File: src/rtl/stepd_pkg.sv
// Shared types, codes and constants of the stepper step generator.
// No dependencies; every other file of the block refers to it by scoped name.
package stepd_pkg;

  localparam int unsigned RAMP_SCALE = 100;
  localparam int unsigned INC_W      = 14;
  localparam int unsigned VEL_W      = 24;
  localparam int unsigned DVD_W      = 20;
  localparam int unsigned CNT_W      = $clog2(DVD_W + 1);
  localparam logic [DVD_W-1:0] STEP_US_NUM = DVD_W'(1000000);
  localparam logic [31:0] START_DELAY = 32'd10;

  localparam logic [3:0] MODE_TICK    = 4'd0;
  localparam logic [3:0] MODE_ABS     = 4'd1;
  localparam logic [3:0] MODE_REL     = 4'd2;
  localparam logic [3:0] MODE_HOME    = 4'd3;
  localparam logic [3:0] MODE_TO_LOW  = 4'd4;
  localparam logic [3:0] MODE_TO_UP   = 4'd5;
  localparam logic [3:0] MODE_ENABLE  = 4'd6;
  localparam logic [3:0] MODE_DISABLE = 4'd7;
  localparam logic [3:0] MODE_ESTOP   = 4'd8;
  localparam logic [3:0] MODE_SETHOME = 4'd9;

  localparam logic [2:0] ST_IDLE     = 3'd0;
  localparam logic [2:0] ST_ENABLED  = 3'd1;
  localparam logic [2:0] ST_DISABLED = 3'd2;
  localparam logic [2:0] ST_RUNNING  = 3'd3;
  localparam logic [2:0] ST_ESTOP    = 3'd4;

  localparam logic [2:0] EV_NONE     = 3'd0;
  localparam logic [2:0] EV_COMPLETE = 3'd1;
  localparam logic [2:0] EV_RANGE_LO = 3'd2;
  localparam logic [2:0] EV_RANGE_UP = 3'd3;
  localparam logic [2:0] EV_SW_LO    = 3'd4;
  localparam logic [2:0] EV_SW_UP    = 3'd5;

  localparam logic [2:0] CFG_LOWER    = 3'd0;
  localparam logic [2:0] CFG_UPPER    = 3'd1;
  localparam logic [2:0] CFG_RAMP     = 3'd2;
  localparam logic [2:0] CFG_HOMESPD  = 3'd3;
  localparam logic [2:0] CFG_LSW_PRES = 3'd4;
  localparam logic [2:0] CFG_USW_PRES = 3'd5;

  localparam logic [3:0] COIL_P0 = 4'h3;
  localparam logic [3:0] COIL_P1 = 4'h6;
  localparam logic [3:0] COIL_P2 = 4'hC;
  localparam logic [3:0] COIL_P3 = 4'h9;

  // Commands from the controller to the datapath.
  typedef struct packed {
    logic capture;
    logic exec;
    logic prep;
    logic ramp;
    logic div_start;
    logic finish;
    logic load_out;
  } cmd_t;

  // Status from the datapath back to the controller.
  typedef struct packed {
    logic is_tick;
    logic is_move;
    logic inc_zero;
    logic tick_div;
    logic div_done;
  } sts_t;

  function automatic logic [3:0] coil_of(input logic [1:0] phase);
    logic [3:0] p;
    case (phase)
      2'd0:    p = COIL_P0;
      2'd1:    p = COIL_P1;
      2'd2:    p = COIL_P2;
      default: p = COIL_P3;
    endcase
    return p;
  endfunction

  function automatic logic [INC_W-1:0] vel_inc(input logic [3:0] setting);
    logic [INC_W-1:0] r;
    if (setting == 4'd0) r = '0;
    else r = INC_W'(RAMP_SCALE * (10 - int'(setting)));
    return r;
  endfunction

endpackage

File: src/rtl/stepd_div.sv
// Restoring divider, one quotient bit per cycle.
// Uses stepd_pkg widths.
module stepd_div (
  input  logic                         clk,
  input  logic                         rst_n,
  input  logic                         start,
  input  logic [stepd_pkg::DVD_W-1:0]  dividend,
  input  logic [stepd_pkg::VEL_W-1:0]  divisor,
  output logic                         done,
  output logic [stepd_pkg::DVD_W-1:0]  quotient
);

  logic [stepd_pkg::VEL_W-1:0] rem_r, rem_nxt;
  logic [stepd_pkg::DVD_W-1:0] q_r, q_nxt;
  logic [stepd_pkg::CNT_W-1:0] cnt_r, cnt_nxt;
  logic busy_r, busy_nxt, done_r, done_nxt;
  logic [stepd_pkg::VEL_W:0] trial;
  logic [stepd_pkg::VEL_W:0] dsr_ext;

  assign trial   = {rem_r, q_r[stepd_pkg::DVD_W-1]};
  assign dsr_ext = {1'b0, divisor};

  always_comb begin
    rem_nxt  = rem_r;
    q_nxt    = q_r;
    cnt_nxt  = cnt_r;
    busy_nxt = busy_r;
    done_nxt = 1'b0;
    if (start) begin
      rem_nxt  = '0;
      q_nxt    = dividend;
      cnt_nxt  = stepd_pkg::CNT_W'(stepd_pkg::DVD_W);
      busy_nxt = 1'b1;
    end else if (busy_r) begin
      // shift in one dividend bit, subtract when it fits
      if (trial >= dsr_ext) begin
        rem_nxt = stepd_pkg::VEL_W'(trial - dsr_ext);
        q_nxt   = {q_r[stepd_pkg::DVD_W-2:0], 1'b1};
      end else begin
        rem_nxt = trial[stepd_pkg::VEL_W-1:0];
        q_nxt   = {q_r[stepd_pkg::DVD_W-2:0], 1'b0};
      end
      cnt_nxt = cnt_r - 1'b1;
      if (cnt_r == stepd_pkg::CNT_W'(1)) begin
        busy_nxt = 1'b0;
        done_nxt = 1'b1;
      end
    end
  end

  always_ff @(posedge clk) begin
    if (!rst_n) begin
      busy_r <= 1'b0;
      done_r <= 1'b0;
      cnt_r  <= '0;
    end else begin
      busy_r <= busy_nxt;
      done_r <= done_nxt;
      cnt_r  <= cnt_nxt;
    end
    rem_r <= rem_nxt;
    q_r   <= q_nxt;
  end

  assign done     = done_r;
  assign quotient = q_r;

endmodule

File: src/rtl/stepd_datapath.sv
// Motor state, configuration registers, item capture and result register.
// Uses stepd_pkg and stepd_div; sequenced by stepd_ctrl.
module stepd_datapath (
  input  logic                clk,
  input  logic                rst_n,
  input  stepd_pkg::cmd_t     cmd,
  output stepd_pkg::sts_t     sts,
  input  logic                cfg_we,
  input  logic [2:0]          cfg_index,
  input  logic [31:0]         cfg_data,
  input  logic [3:0]          in_mode,
  input  logic signed [31:0]  in_target_or_steps,
  input  logic [13:0]         in_speed,
  input  logic                in_lower_switch,
  input  logic                in_upper_switch,
  output logic [3:0]          out_coil_drive,
  output logic [2:0]          out_motor_status,
  output logic [2:0]          out_run_event,
  output logic signed [31:0]  out_current_position,
  output logic signed [31:0]  out_moved_steps,
  output logic                out_is_homed,
  output logic                out_stepped
);

  // configuration
  logic signed [31:0] lower_r;
  logic [30:0] upper_r;
  logic [3:0]  ramp_r;
  logic [13:0] homespd_r;
  logic        lsw_pres_r, usw_pres_r;

  // captured word
  logic [3:0]         mode_q_r;
  logic signed [31:0] arg_q_r;
  logic [13:0]        spd_q_r;
  logic               lsw_q_r, usw_q_r;

  // motor state
  logic [2:0]  mmode_r;
  logic        home_r;
  logic signed [31:0] pos_r;
  logic [31:0] delta_r;
  logic signed [31:0] tgt_r;
  logic        back_r;
  logic [1:0]  phase_r;
  logic [3:0]  coil_r;
  logic [stepd_pkg::VEL_W-1:0] vel_r;
  logic [13:0] peak_r;
  logic [31:0] rus_r, rds_r, time_r, nst_r;
  logic [stepd_pkg::INC_W-1:0] inc_r;
  logic [31:0] total_r;
  logic [2:0]  event_r;
  logic        stepped_r, step_ok_r;

  // divider
  logic        div_done;
  logic [stepd_pkg::DVD_W-1:0] div_q, div_dvd;
  logic [stepd_pkg::VEL_W-1:0] div_dsr;

  logic is_tick, is_move, is_homecmd;
  assign is_tick    = (mode_q_r == stepd_pkg::MODE_TICK);
  assign is_homecmd = (mode_q_r == stepd_pkg::MODE_HOME) || (mode_q_r == stepd_pkg::MODE_TO_LOW)
                   || (mode_q_r == stepd_pkg::MODE_TO_UP);
  assign is_move = (mode_q_r == stepd_pkg::MODE_ABS) || is_homecmd
                || ((mode_q_r == stepd_pkg::MODE_REL) && (arg_q_r != 32'sd0));

  // move target, with saturation of the relative sum
  logic signed [32:0] rel_sum;
  logic signed [31:0] mv_tgt;
  logic [13:0]        mv_spd;
  assign rel_sum = 33'(pos_r) + 33'(arg_q_r);

  always_comb begin
    mv_spd = homespd_r;
    case (mode_q_r)
      stepd_pkg::MODE_ABS: begin
        mv_tgt = arg_q_r;
        mv_spd = spd_q_r;
      end
      stepd_pkg::MODE_REL: begin
        mv_spd = spd_q_r;
        if (rel_sum > 33'sh0_7FFF_FFFF)      mv_tgt = 32'sh7FFF_FFFF;
        else if (rel_sum < -33'sh0_8000_0000) mv_tgt = 32'sh8000_0000;
        else                                  mv_tgt = rel_sum[31:0];
      end
      stepd_pkg::MODE_TO_LOW: mv_tgt = lower_r;
      stepd_pkg::MODE_TO_UP:  mv_tgt = $signed({1'b0, upper_r});
      default:                mv_tgt = 32'sd0;
    endcase
  end

  // tick: due check and limit checks
  logic [31:0] time_inc;
  logic        due;
  logic signed [32:0] next_pos;
  assign time_inc = time_r + 32'd1;
  assign due = home_r && (mmode_r == stepd_pkg::ST_RUNNING) && (time_inc >= nst_r);
  assign next_pos = back_r ? (33'(pos_r) - 33'sd1) : (33'(pos_r) + 33'sd1);

  // velocity ramp; the step increment follows the current ramp setting
  logic [31:0] count;
  logic [stepd_pkg::VEL_W-1:0] vel_ramp, inc_ext, ramp_inc;
  assign count    = delta_r[31] ? (32'd0 - delta_r) : delta_r;
  assign inc_ext  = stepd_pkg::VEL_W'(inc_r);
  assign ramp_inc = stepd_pkg::VEL_W'(stepd_pkg::vel_inc(ramp_r));
  always_comb begin
    vel_ramp = vel_r;
    if (count <= rus_r)      vel_ramp = vel_r + ramp_inc;
    else if (count > rds_r)  vel_ramp = (vel_r > ramp_inc) ? (vel_r - ramp_inc) : '0;
  end

  // move finish
  logic [31:0] q_mv;
  assign q_mv = (inc_r == '0) ? 32'd0 : 32'(div_q);

  assign div_dvd = is_tick ? stepd_pkg::STEP_US_NUM : stepd_pkg::DVD_W'(peak_r);
  assign div_dsr = is_tick ? vel_r : inc_ext;

  stepd_div u_div (
    .clk      (clk),
    .rst_n    (rst_n),
    .start    (cmd.div_start),
    .dividend (div_dvd),
    .divisor  (div_dsr),
    .done     (div_done),
    .quotient (div_q)
  );

  assign sts.is_tick  = is_tick;
  assign sts.is_move  = is_move;
  assign sts.inc_zero = (inc_r == '0);
  assign sts.tick_div = step_ok_r && (vel_ramp != '0);
  assign sts.div_done = div_done;

  always_ff @(posedge clk) begin
    if (!rst_n) begin
      lower_r    <= -32'sd2000000000;
      upper_r    <= 31'd2000000000;
      ramp_r     <= 4'd5;
      homespd_r  <= 14'd100;
      lsw_pres_r <= 1'b0;
      usw_pres_r <= 1'b0;
      mmode_r    <= stepd_pkg::ST_IDLE;
      home_r     <= 1'b0;
      pos_r      <= '0;
      delta_r    <= '0;
      tgt_r      <= '0;
      back_r     <= 1'b0;
      phase_r    <= '0;
      coil_r     <= '0;
      vel_r      <= '0;
      peak_r     <= '0;
      rus_r      <= '0;
      rds_r      <= '0;
      time_r     <= '0;
      nst_r      <= '1;
      mode_q_r   <= stepd_pkg::MODE_TICK;
      inc_r      <= '0;
      step_ok_r  <= 1'b0;
    end else begin
      if (cfg_we) begin
        case (cfg_index)
          stepd_pkg::CFG_LOWER:
            if (cfg_data[31] || (cfg_data == 32'd0)) lower_r <= $signed(cfg_data);
          stepd_pkg::CFG_UPPER:    upper_r <= cfg_data[30:0];
          stepd_pkg::CFG_RAMP:
            if (cfg_data[3:0] <= 4'd9) ramp_r <= cfg_data[3:0];
          stepd_pkg::CFG_HOMESPD:  homespd_r  <= cfg_data[13:0];
          stepd_pkg::CFG_LSW_PRES: lsw_pres_r <= cfg_data[0];
          stepd_pkg::CFG_USW_PRES: usw_pres_r <= cfg_data[0];
          default: ;
        endcase
      end

      if (cmd.capture) mode_q_r <= in_mode;

      if (cmd.exec) begin
        step_ok_r <= 1'b0;
        if (is_tick) begin
          time_r <= time_inc;
          if (due) begin
            if (pos_r == tgt_r) begin
              mmode_r <= stepd_pkg::ST_ENABLED;
            end else if (next_pos < 33'(lower_r)) begin
              mmode_r <= stepd_pkg::ST_ENABLED;
            end else if (next_pos > $signed({2'b00, upper_r})) begin
              mmode_r <= stepd_pkg::ST_ENABLED;
            end else begin
              coil_r  <= stepd_pkg::coil_of(phase_r);
              phase_r <= back_r ? (phase_r - 2'd1) : (phase_r + 2'd1);
              pos_r   <= next_pos[31:0];
              delta_r <= back_r ? (delta_r - 32'd1) : (delta_r + 32'd1);
              if ((lsw_pres_r && !lsw_q_r) || (usw_pres_r && !usw_q_r))
                mmode_r <= stepd_pkg::ST_ENABLED;
              else
                step_ok_r <= 1'b1;
            end
          end
        end else if (is_move) begin
          tgt_r   <= mv_tgt;
          peak_r  <= mv_spd;
          inc_r   <= stepd_pkg::vel_inc(ramp_r);
          delta_r <= '0;
          nst_r   <= time_r + stepd_pkg::START_DELAY;
          mmode_r <= stepd_pkg::ST_RUNNING;
        end else begin
          case (mode_q_r)
            stepd_pkg::MODE_ENABLE: begin
              // enable always lands in the enabled state, so home is set too
              mmode_r <= stepd_pkg::ST_ENABLED;
              coil_r  <= stepd_pkg::coil_of(phase_r);
              phase_r <= back_r ? (phase_r - 2'd1) : (phase_r + 2'd1);
              pos_r   <= '0;
              delta_r <= '0;
              home_r  <= 1'b1;
            end
            stepd_pkg::MODE_DISABLE: begin
              coil_r  <= '0;
              mmode_r <= stepd_pkg::ST_DISABLED;
              home_r  <= 1'b0;
            end
            stepd_pkg::MODE_ESTOP: begin
              coil_r  <= '0;
              mmode_r <= stepd_pkg::ST_ESTOP;
              home_r  <= 1'b0;
              tgt_r   <= pos_r;
            end
            stepd_pkg::MODE_SETHOME: begin
              if (mmode_r == stepd_pkg::ST_ENABLED) begin
                pos_r   <= '0;
                delta_r <= '0;
                home_r  <= 1'b1;
              end
            end
            default: ;
          endcase
        end
      end

      if (cmd.prep) back_r <= (tgt_r < pos_r);

      if (cmd.ramp && step_ok_r) vel_r <= vel_ramp;

      if (cmd.finish) begin
        if (is_tick) begin
          nst_r <= nst_r + 32'(div_q);
        end else begin
          vel_r <= (q_mv == 32'd0) ? stepd_pkg::VEL_W'(peak_r) : '0;
          if ({1'b0, total_r} > {q_mv, 1'b0}) begin
            rus_r <= q_mv;
            rds_r <= total_r - q_mv;
          end else begin
            rus_r <= {1'b0, total_r[31:1]};
            rds_r <= {1'b0, total_r[31:1]};
          end
        end
      end
    end
  end

  // payload registers: captured word, event, distance, result word
  always_ff @(posedge clk) begin
    if (cmd.capture) begin
      arg_q_r   <= in_target_or_steps;
      spd_q_r   <= in_speed;
      lsw_q_r   <= in_lower_switch;
      usw_q_r   <= in_upper_switch;
      event_r   <= stepd_pkg::EV_NONE;
      stepped_r <= 1'b0;
    end
    if (cmd.exec) begin
      if (is_tick && due) begin
        if (pos_r == tgt_r)                                 event_r <= stepd_pkg::EV_COMPLETE;
        else if (next_pos < 33'(lower_r))                   event_r <= stepd_pkg::EV_RANGE_LO;
        else if (next_pos > $signed({2'b00, upper_r}))      event_r <= stepd_pkg::EV_RANGE_UP;
        else begin
          stepped_r <= 1'b1;
          if (lsw_pres_r && !lsw_q_r)      event_r <= stepd_pkg::EV_SW_LO;
          else if (usw_pres_r && !usw_q_r) event_r <= stepd_pkg::EV_SW_UP;
        end
      end
      if (mode_q_r == stepd_pkg::MODE_ENABLE) stepped_r <= 1'b1;
    end
    if (cmd.prep) total_r <= (tgt_r < pos_r) ? 32'(pos_r - tgt_r) : 32'(tgt_r - pos_r);
    if (cmd.load_out) begin
      out_coil_drive       <= coil_r;
      out_motor_status     <= mmode_r;
      out_run_event        <= event_r;
      out_current_position <= pos_r;
      out_moved_steps      <= $signed(delta_r);
      out_is_homed         <= home_r;
      out_stepped          <= stepped_r;
    end
  end

endmodule

File: src/rtl/stepd_ctrl.sv
// Sequencer for one word at a time and the result valid flag.
// Uses stepd_pkg command and status structs.
module stepd_ctrl (
  input  logic            clk,
  input  logic            rst_n,
  input  logic            in_valid,
  output logic            in_ready,
  output logic            out_valid,
  input  logic            out_ready,
  output stepd_pkg::cmd_t cmd,
  input  stepd_pkg::sts_t sts
);

  typedef enum logic [2:0] {
    S_IDLE, S_EXEC, S_PREP, S_RAMP, S_DIV, S_WAIT, S_FIN, S_DONE
  } state_t;

  state_t state_r, state_nxt;
  logic   out_valid_r, out_valid_nxt;
  logic   out_free;

  assign out_free = !out_valid_r || out_ready;

  always_comb begin
    state_nxt = state_r;
    cmd       = '0;
    case (state_r)
      S_IDLE: begin
        if (in_valid) begin
          cmd.capture = 1'b1;
          state_nxt   = S_EXEC;
        end
      end
      S_EXEC: begin
        cmd.exec = 1'b1;
        if (sts.is_tick)      state_nxt = S_RAMP;
        else if (sts.is_move) state_nxt = S_PREP;
        else                  state_nxt = S_DONE;
      end
      S_PREP: state_nxt = sts.inc_zero ? S_FIN : S_DIV;
      S_RAMP: begin
        cmd.ramp  = 1'b1;
        state_nxt = sts.tick_div ? S_DIV : S_DONE;
      end
      S_DIV: begin
        cmd.div_start = 1'b1;
        state_nxt     = S_WAIT;
      end
      S_WAIT: if (sts.div_done) state_nxt = S_FIN;
      S_FIN: begin
        cmd.finish = 1'b1;
        state_nxt  = S_DONE;
      end
      S_DONE: begin
        if (out_free) begin
          cmd.load_out = 1'b1;
          state_nxt    = S_IDLE;
        end
      end
      default: state_nxt = S_IDLE;
    endcase
    cmd.prep = (state_r == S_PREP);
  end

  always_comb begin
    if (cmd.load_out)  out_valid_nxt = 1'b1;
    else if (out_ready) out_valid_nxt = 1'b0;
    else               out_valid_nxt = out_valid_r;
  end

  always_ff @(posedge clk) begin
    if (!rst_n) begin
      state_r     <= S_IDLE;
      out_valid_r <= 1'b0;
    end else begin
      state_r     <= state_nxt;
      out_valid_r <= out_valid_nxt;
    end
  end

  assign in_ready  = (state_r == S_IDLE);
  assign out_valid = out_valid_r;

endmodule

File: src/rtl/stepper_trapezoid_step_generator.sv
// Top level of the trapezoidal-ramp stepper step generator.
// Joins stepd_ctrl and stepd_datapath; uses stepd_pkg.
//
// Usage:
//   Input channel (in_valid/in_ready): one word per tick or command. A tick
//   (mode 0) carries the limit switch levels; other modes start moves,
//   enable, disable, stop or set home.
//   Result channel (out_valid/out_ready): exactly one result word per input
//   word, in order, carrying coil drive, status, event and position.
//   Config port (cfg_we/cfg_index/cfg_data): write soft limits, ramp
//   setting, homing speed and switch presence while no word is in flight.
// Sequencing:
//   One word at a time. Moves with a ramp and ticks that schedule a step
//   wait for the restoring divider, which forms both the ramp length
//   (speed / increment) and the step period (1000000 / velocity). Other
//   words do not use the divider.
// Reset:
//   rst_n low clears the motor to reset idle, unhomed, coils off, step time
//   all ones, and restores the default configuration.
// Stall:
//   The result register holds while out_ready is low; the next word is
//   still accepted and worked, and waits before loading the result register.
module stepper_trapezoid_step_generator (
  input  logic               clk,
  input  logic               rst_n,
  input  logic               cfg_we,
  input  logic [2:0]         cfg_index,
  input  logic [31:0]        cfg_data,
  input  logic               in_valid,
  output logic               in_ready,
  input  logic [3:0]         in_mode,
  input  logic signed [31:0] in_target_or_steps,
  input  logic [13:0]        in_speed,
  input  logic               in_lower_switch,
  input  logic               in_upper_switch,
  output logic               out_valid,
  input  logic               out_ready,
  output logic [3:0]         out_coil_drive,
  output logic [2:0]         out_motor_status,
  output logic [2:0]         out_run_event,
  output logic signed [31:0] out_current_position,
  output logic signed [31:0] out_moved_steps,
  output logic               out_is_homed,
  output logic               out_stepped
);

  stepd_pkg::cmd_t cmd;
  stepd_pkg::sts_t sts;

  // sequencing: one word in flight, result register decoupled
  stepd_ctrl u_ctrl (
    .clk       (clk),
    .rst_n     (rst_n),
    .in_valid  (in_valid),
    .in_ready  (in_ready),
    .out_valid (out_valid),
    .out_ready (out_ready),
    .cmd       (cmd),
    .sts       (sts)
  );

  // motor state, ramp arithmetic, shared divider
  stepd_datapath u_dp (
    .clk                  (clk),
    .rst_n                (rst_n),
    .cmd                  (cmd),
    .sts                  (sts),
    .cfg_we               (cfg_we),
    .cfg_index            (cfg_index),
    .cfg_data             (cfg_data),
    .in_mode              (in_mode),
    .in_target_or_steps   (in_target_or_steps),
    .in_speed             (in_speed),
    .in_lower_switch      (in_lower_switch),
    .in_upper_switch      (in_upper_switch),
    .out_coil_drive       (out_coil_drive),
    .out_motor_status     (out_motor_status),
    .out_run_event        (out_run_event),
    .out_current_position (out_current_position),
    .out_moved_steps      (out_moved_steps),
    .out_is_homed         (out_is_homed),
    .out_stepped          (out_stepped)
  );

endmodule

File: config.mk
export PLATFORM = sky130hd
export DESIGN_NAME = stepper_trapezoid_step_generator
export DESIGN_NICKNAME = d
export VERILOG_FILES = /design/src/rtl/stepd_pkg.sv /design/src/rtl/stepd_div.sv /design/src/rtl/stepd_datapath.sv /design/src/rtl/stepd_ctrl.sv /design/src/rtl/stepper_trapezoid_step_generator.sv
export SDC_FILE = /design/constraint.sdc
export NUM_CORES = 2
export LEC_CHECK = 0
export BUFFER_PORTS_ARGS = -buffer_cell sky130_fd_sc_hd__buf_2
export CAP_MARGIN = 20
export CELL_PAD_IN_SITES_DETAIL_PLACEMENT = 1
export CELL_PAD_IN_SITES_GLOBAL_PLACEMENT = 1
export CORE_MARGIN = 2
export CORE_UTILIZATION = 43
export CTS_BUF_LIST = sky130_fd_sc_hd__clkbuf_4
export CTS_CLUSTER_DIAMETER = 150
export DETAILED_ROUTE_END_ITERATION = 12
export PLACE_DENSITY_LB_ADDON = 0.1
export SYNTH_ARGS = -nofsm -noshare
export SYNTH_HDL_FRONTEND = slang
export SYNTH_SLANG_ARGS = --single-unit
File: constraint.sdc
create_clock -name clk -period 6.6 [get_ports clk]
set_input_delay 0.66 -clock clk [delete_from_list [all_inputs] [get_ports clk]]
set_output_delay 0.66 -clock clk [all_outputs]
set_load 0.05 [all_outputs]
==> out/results.tsv <==
metric	value	unit
clock-root-buffer	clkbuf_4	
place_inst	6544	
leakagePower	0.0212	uW
ys_seq_area_share	31.5	%
worst-r2r-cell-count	25	
wl_per_cell	23.0	microns
fin_crit_sh	94.5	%
startpoint_type	register	
clk_pin_slew	0.07	ns
area_growth	14.0	%
synth_flop_cell	dfxtp_1	
grt_util_all_layers	30.9	%
drt_iter0_drc	2515	
dr.pass1.iters	6	
core_area	98700	sq um
status	finished, final reports clean	
cts_tree	built	
routed_wl	160000	microns
finish.utilization	49.6	%
dieArea	102000	sq um
grt_antenna_before_repair	2	
syn-cell-area	42900	sq um
slew_viol_final	0	
hpwl	122000	microns
synth-edff-count	176	
synthArstFlopShare	0	%
layout_commonest_cell	nand2_1	
finalSetupTns	0	ns
gp_congestion	0.949	
whs	0.153	ns
post_cts_buffers	0	
endpoint	u_dp.delta_r[17]$_SDFFE_PN0P_	
synth_area_leaders	dfxtp_1, ha_1, edfxtp_1	
required	7.51	ns
first_global_vias	42100	
syn_area_per_cell	8.24	sq um
num_vias	41100	
final_cells	6966	
netlist.area_leader.share	19.2	%
cap_violations	0	
synth_cell_types	93	
h-tree-depth	4	
grt_max_degree	85	
clockBufferDepth	3	
rows	115	
fmax	160	MHz
ant_nets	0	
die_h	320	microns
power_density	424	nW/um^2
start_util	43.5	%
fin_crit	6.24	ns
setup_viol	0	
cp-startpoint	u_dp.back_r$_SDFFE_PN0N_	
rsz0062_at_grt	true	
io_pins	170	
grt_pass1_wl	248000	microns
ff2ff_setup_slack	0.36	ns
synth_top_area_cell	dfxtp_1	
ir_drop	479	uV
final_hold_viol_count	0	
worstSkewPairLatency	1.15	ns
fin_skew	0.0883	ns
critPathMaxFanout	15	
arrival	7.15	ns
seq_area	13500	sq um
r2r_end	u_dp.delta_r[17]$_SDFFE_PN0P_	
fp.dieW	320	microns
grt-ovfl-total	0	
critical_path_class	register to register	
multi_input_area	27200	sq um
synth-warning-count	0	
io_buffers	169	
tightest_slew	1.10	ns
numCtsBuffers	174	
timing.slew.headroom	26.2	%
drive_gt1_share	12.2	%
drt-vias-per-instance	5.90	
cts_sinks	587	
regToRegStartpoint	u_dp.back_r$_SDFFE_PN0N_	
final_cell_mix	nand2_1, a21oi_1, ha_1, dfxtp_1, nor2_1	
drc_errors	0	
synthCells	5209	
fin_nets	6078	
critPathCaptureType	register	
ys_seq_elements	587	
syn-num-nets	5762	
hold_path.class	primary input to register	
fill_cells	12000	
finalPower	20700	uW
==> kinds of logic after synthesis <==
group                    after synthesis  share of synthesized area, %
AND/OR/NAND/NOR                     1615                          17.7
AO/OA/AOI/OAI                       1506                          22.8
buffers and inverters                624                          5.50
flip-flops                           587                          31.5
adder cells (fa/ha/maj)              461                          13.7
XOR/XNOR                             305                          6.23
multiplexers                         111                          2.60
==> worst min-delay path by stage <==
stage / startpoint / end / slack, ns / cells after the start
5_1_grt: out_ready / u_ctrl.out_valid$_SDFFE_PN0P_ / 0.05 / 3
6_report: out_ready / u_ctrl.out_valid$_SDFFE_PN0P_ / 0.15 / 3
4_1_cts: out_ready / u_ctrl.out_valid$_SDFFE_PN0P_ / 0.09 / 3
3_3_place_gp: u_dp.coil_r[2]$_SDFFE_PN0P_ / u_dp.out_coil_drive[2]$_DFFE_PP_ / 0.42 / 0
3_5_place_dp: u_dp.coil_r[2]$_SDFFE_PN0P_ / u_dp.out_coil_drive[2]$_DFFE_PP_ / 0.42 / 0
2_1_floorplan: u_dp.event_r[0]$_DFF_P_ / u_dp.out_run_event[0]$_DFFE_PP_ / 0.40 / 0
==> final cells by class <==
cell class | instances | share of cell area [%]
antenna | 9 | 0.0460
clock buffer | 259 | 3.97
clock inverter | 62 | 0.731
inverter | 359 | 2.77
multi-input combinational | 3998 | 55.6
sequential | 587 | 27.6
tap | 1287 | 3.29
timing repair buffer | 405 | 5.92
==> metal layers <==
metal | track usage (%) | up-vias | part of all wire (%)
met5 | 0 | - | 0
met4 | 14.4 | 0 | 4.8
met3 | 4.30 | 332 | 3.9
met2 | 52.4 | 969 | 47
met1 | 38.8 | 20200 | 44
li1 | - | 19700 | -
==> state kept, by name, summed over array words and instances, names as in the netlist, 5 cells and up <==
signal,count
u_dp.spd_q_r,14
u_dp.time_r,32
u_dp.total_r,32
u_dp.u_div.cnt_r,5
u_dp.u_div.quotient,20
u_dp.u_div.rem_r,24
u_dp.homespd_r,14
u_dp.rds_r,32
u_dp.rus_r,31
u_dp.lower_r,32
u_dp.tgt_r,32
u_dp.pos_r,32
u_dp.out_current_position,32
u_dp.nst_r,32
u_dp.arg_q_r,32
u_dp.peak_r,14
u_dp.delta_r,32
u_dp.upper_r,31
u_dp.out_moved_steps,32
u_dp.inc_r,12
u_dp.vel_r,24
==> what timing repair did <==
item                                    in CTS  in global routing
endpoints found under the setup margin       0                 51
endpoints found under the hold margin      140                  0
hold buffers                                90                  0
gates resized for setup                      0                 17
==> stage by stage <==
stage	setup WS, ns	cell area [sq um]
4_1_cts	0.0872	48800
2_1_floorplan	0.506	42900
3_5_place_dp	0.173	45600
5_1_grt	-0.0525	48900
6_report	0.364	48900
3_3_place_gp	0.283	45600
==> power breakdown <==
part           internal (uW)  switching (uW)  total (uW)
Clock                   1920            1810        3730
Sequential              4530             649        5180
Combinational           4420            7410       11800
==> cells in the mapped netlist, types with 22 or more instances <==
cell / instances
nand2_1: 546
a21oi_1: 461
ha_1: 447
dfxtp_1: 411
nor2_1: 395
inv_1: 358
o21ai_0: 272
clkbuf_1: 237
xnor2_1: 188
edfxtp_1: 176
nand3_1: 153
a21o_1: 139
xor2_1: 117
nor3_1: 109
mux2i_1: 108
nand4_1: 108
a211oi_1: 90
o211ai_1: 77
o21bai_1: 50
nor2b_1: 46
o21a_1: 44
nand2b_1: 42
a31oi_1: 41
a311oi_1: 40
nor4_1: 39
or3_1: 37
and3_1: 36
o31ai_1: 30
a22o_1: 23
a22oi_1: 22
==> worst max-delay path: stages (launching register included) <==
cell and delay [ns]:
dfxtp_4 0.48, ha_1 0.28, a211oi_1 0.35, nor4_1 0.15, o41ai_2 0.40, a21boi_1 0.18, a221o_1 0.34, a21oi_1 0.23
o21ai_0 0.20, a31oi_1 0.27, xnor2_1 0.16, ha_1 0.32, nand4_1 0.12, nor3_1 0.23, buf_4 0.16, o221ai_1 0.10
and4b_1 0.22, a21oi_1 0.35, o32ai_1 0.12, a31o_2 0.25, or2_2 0.32, a21oi_4 0.28, buf_12 0.18, buf_4 0.12
mux2i_1 0.17, nor2_1 0.05
Note: power is estimated with default switching activity, not from simulation.
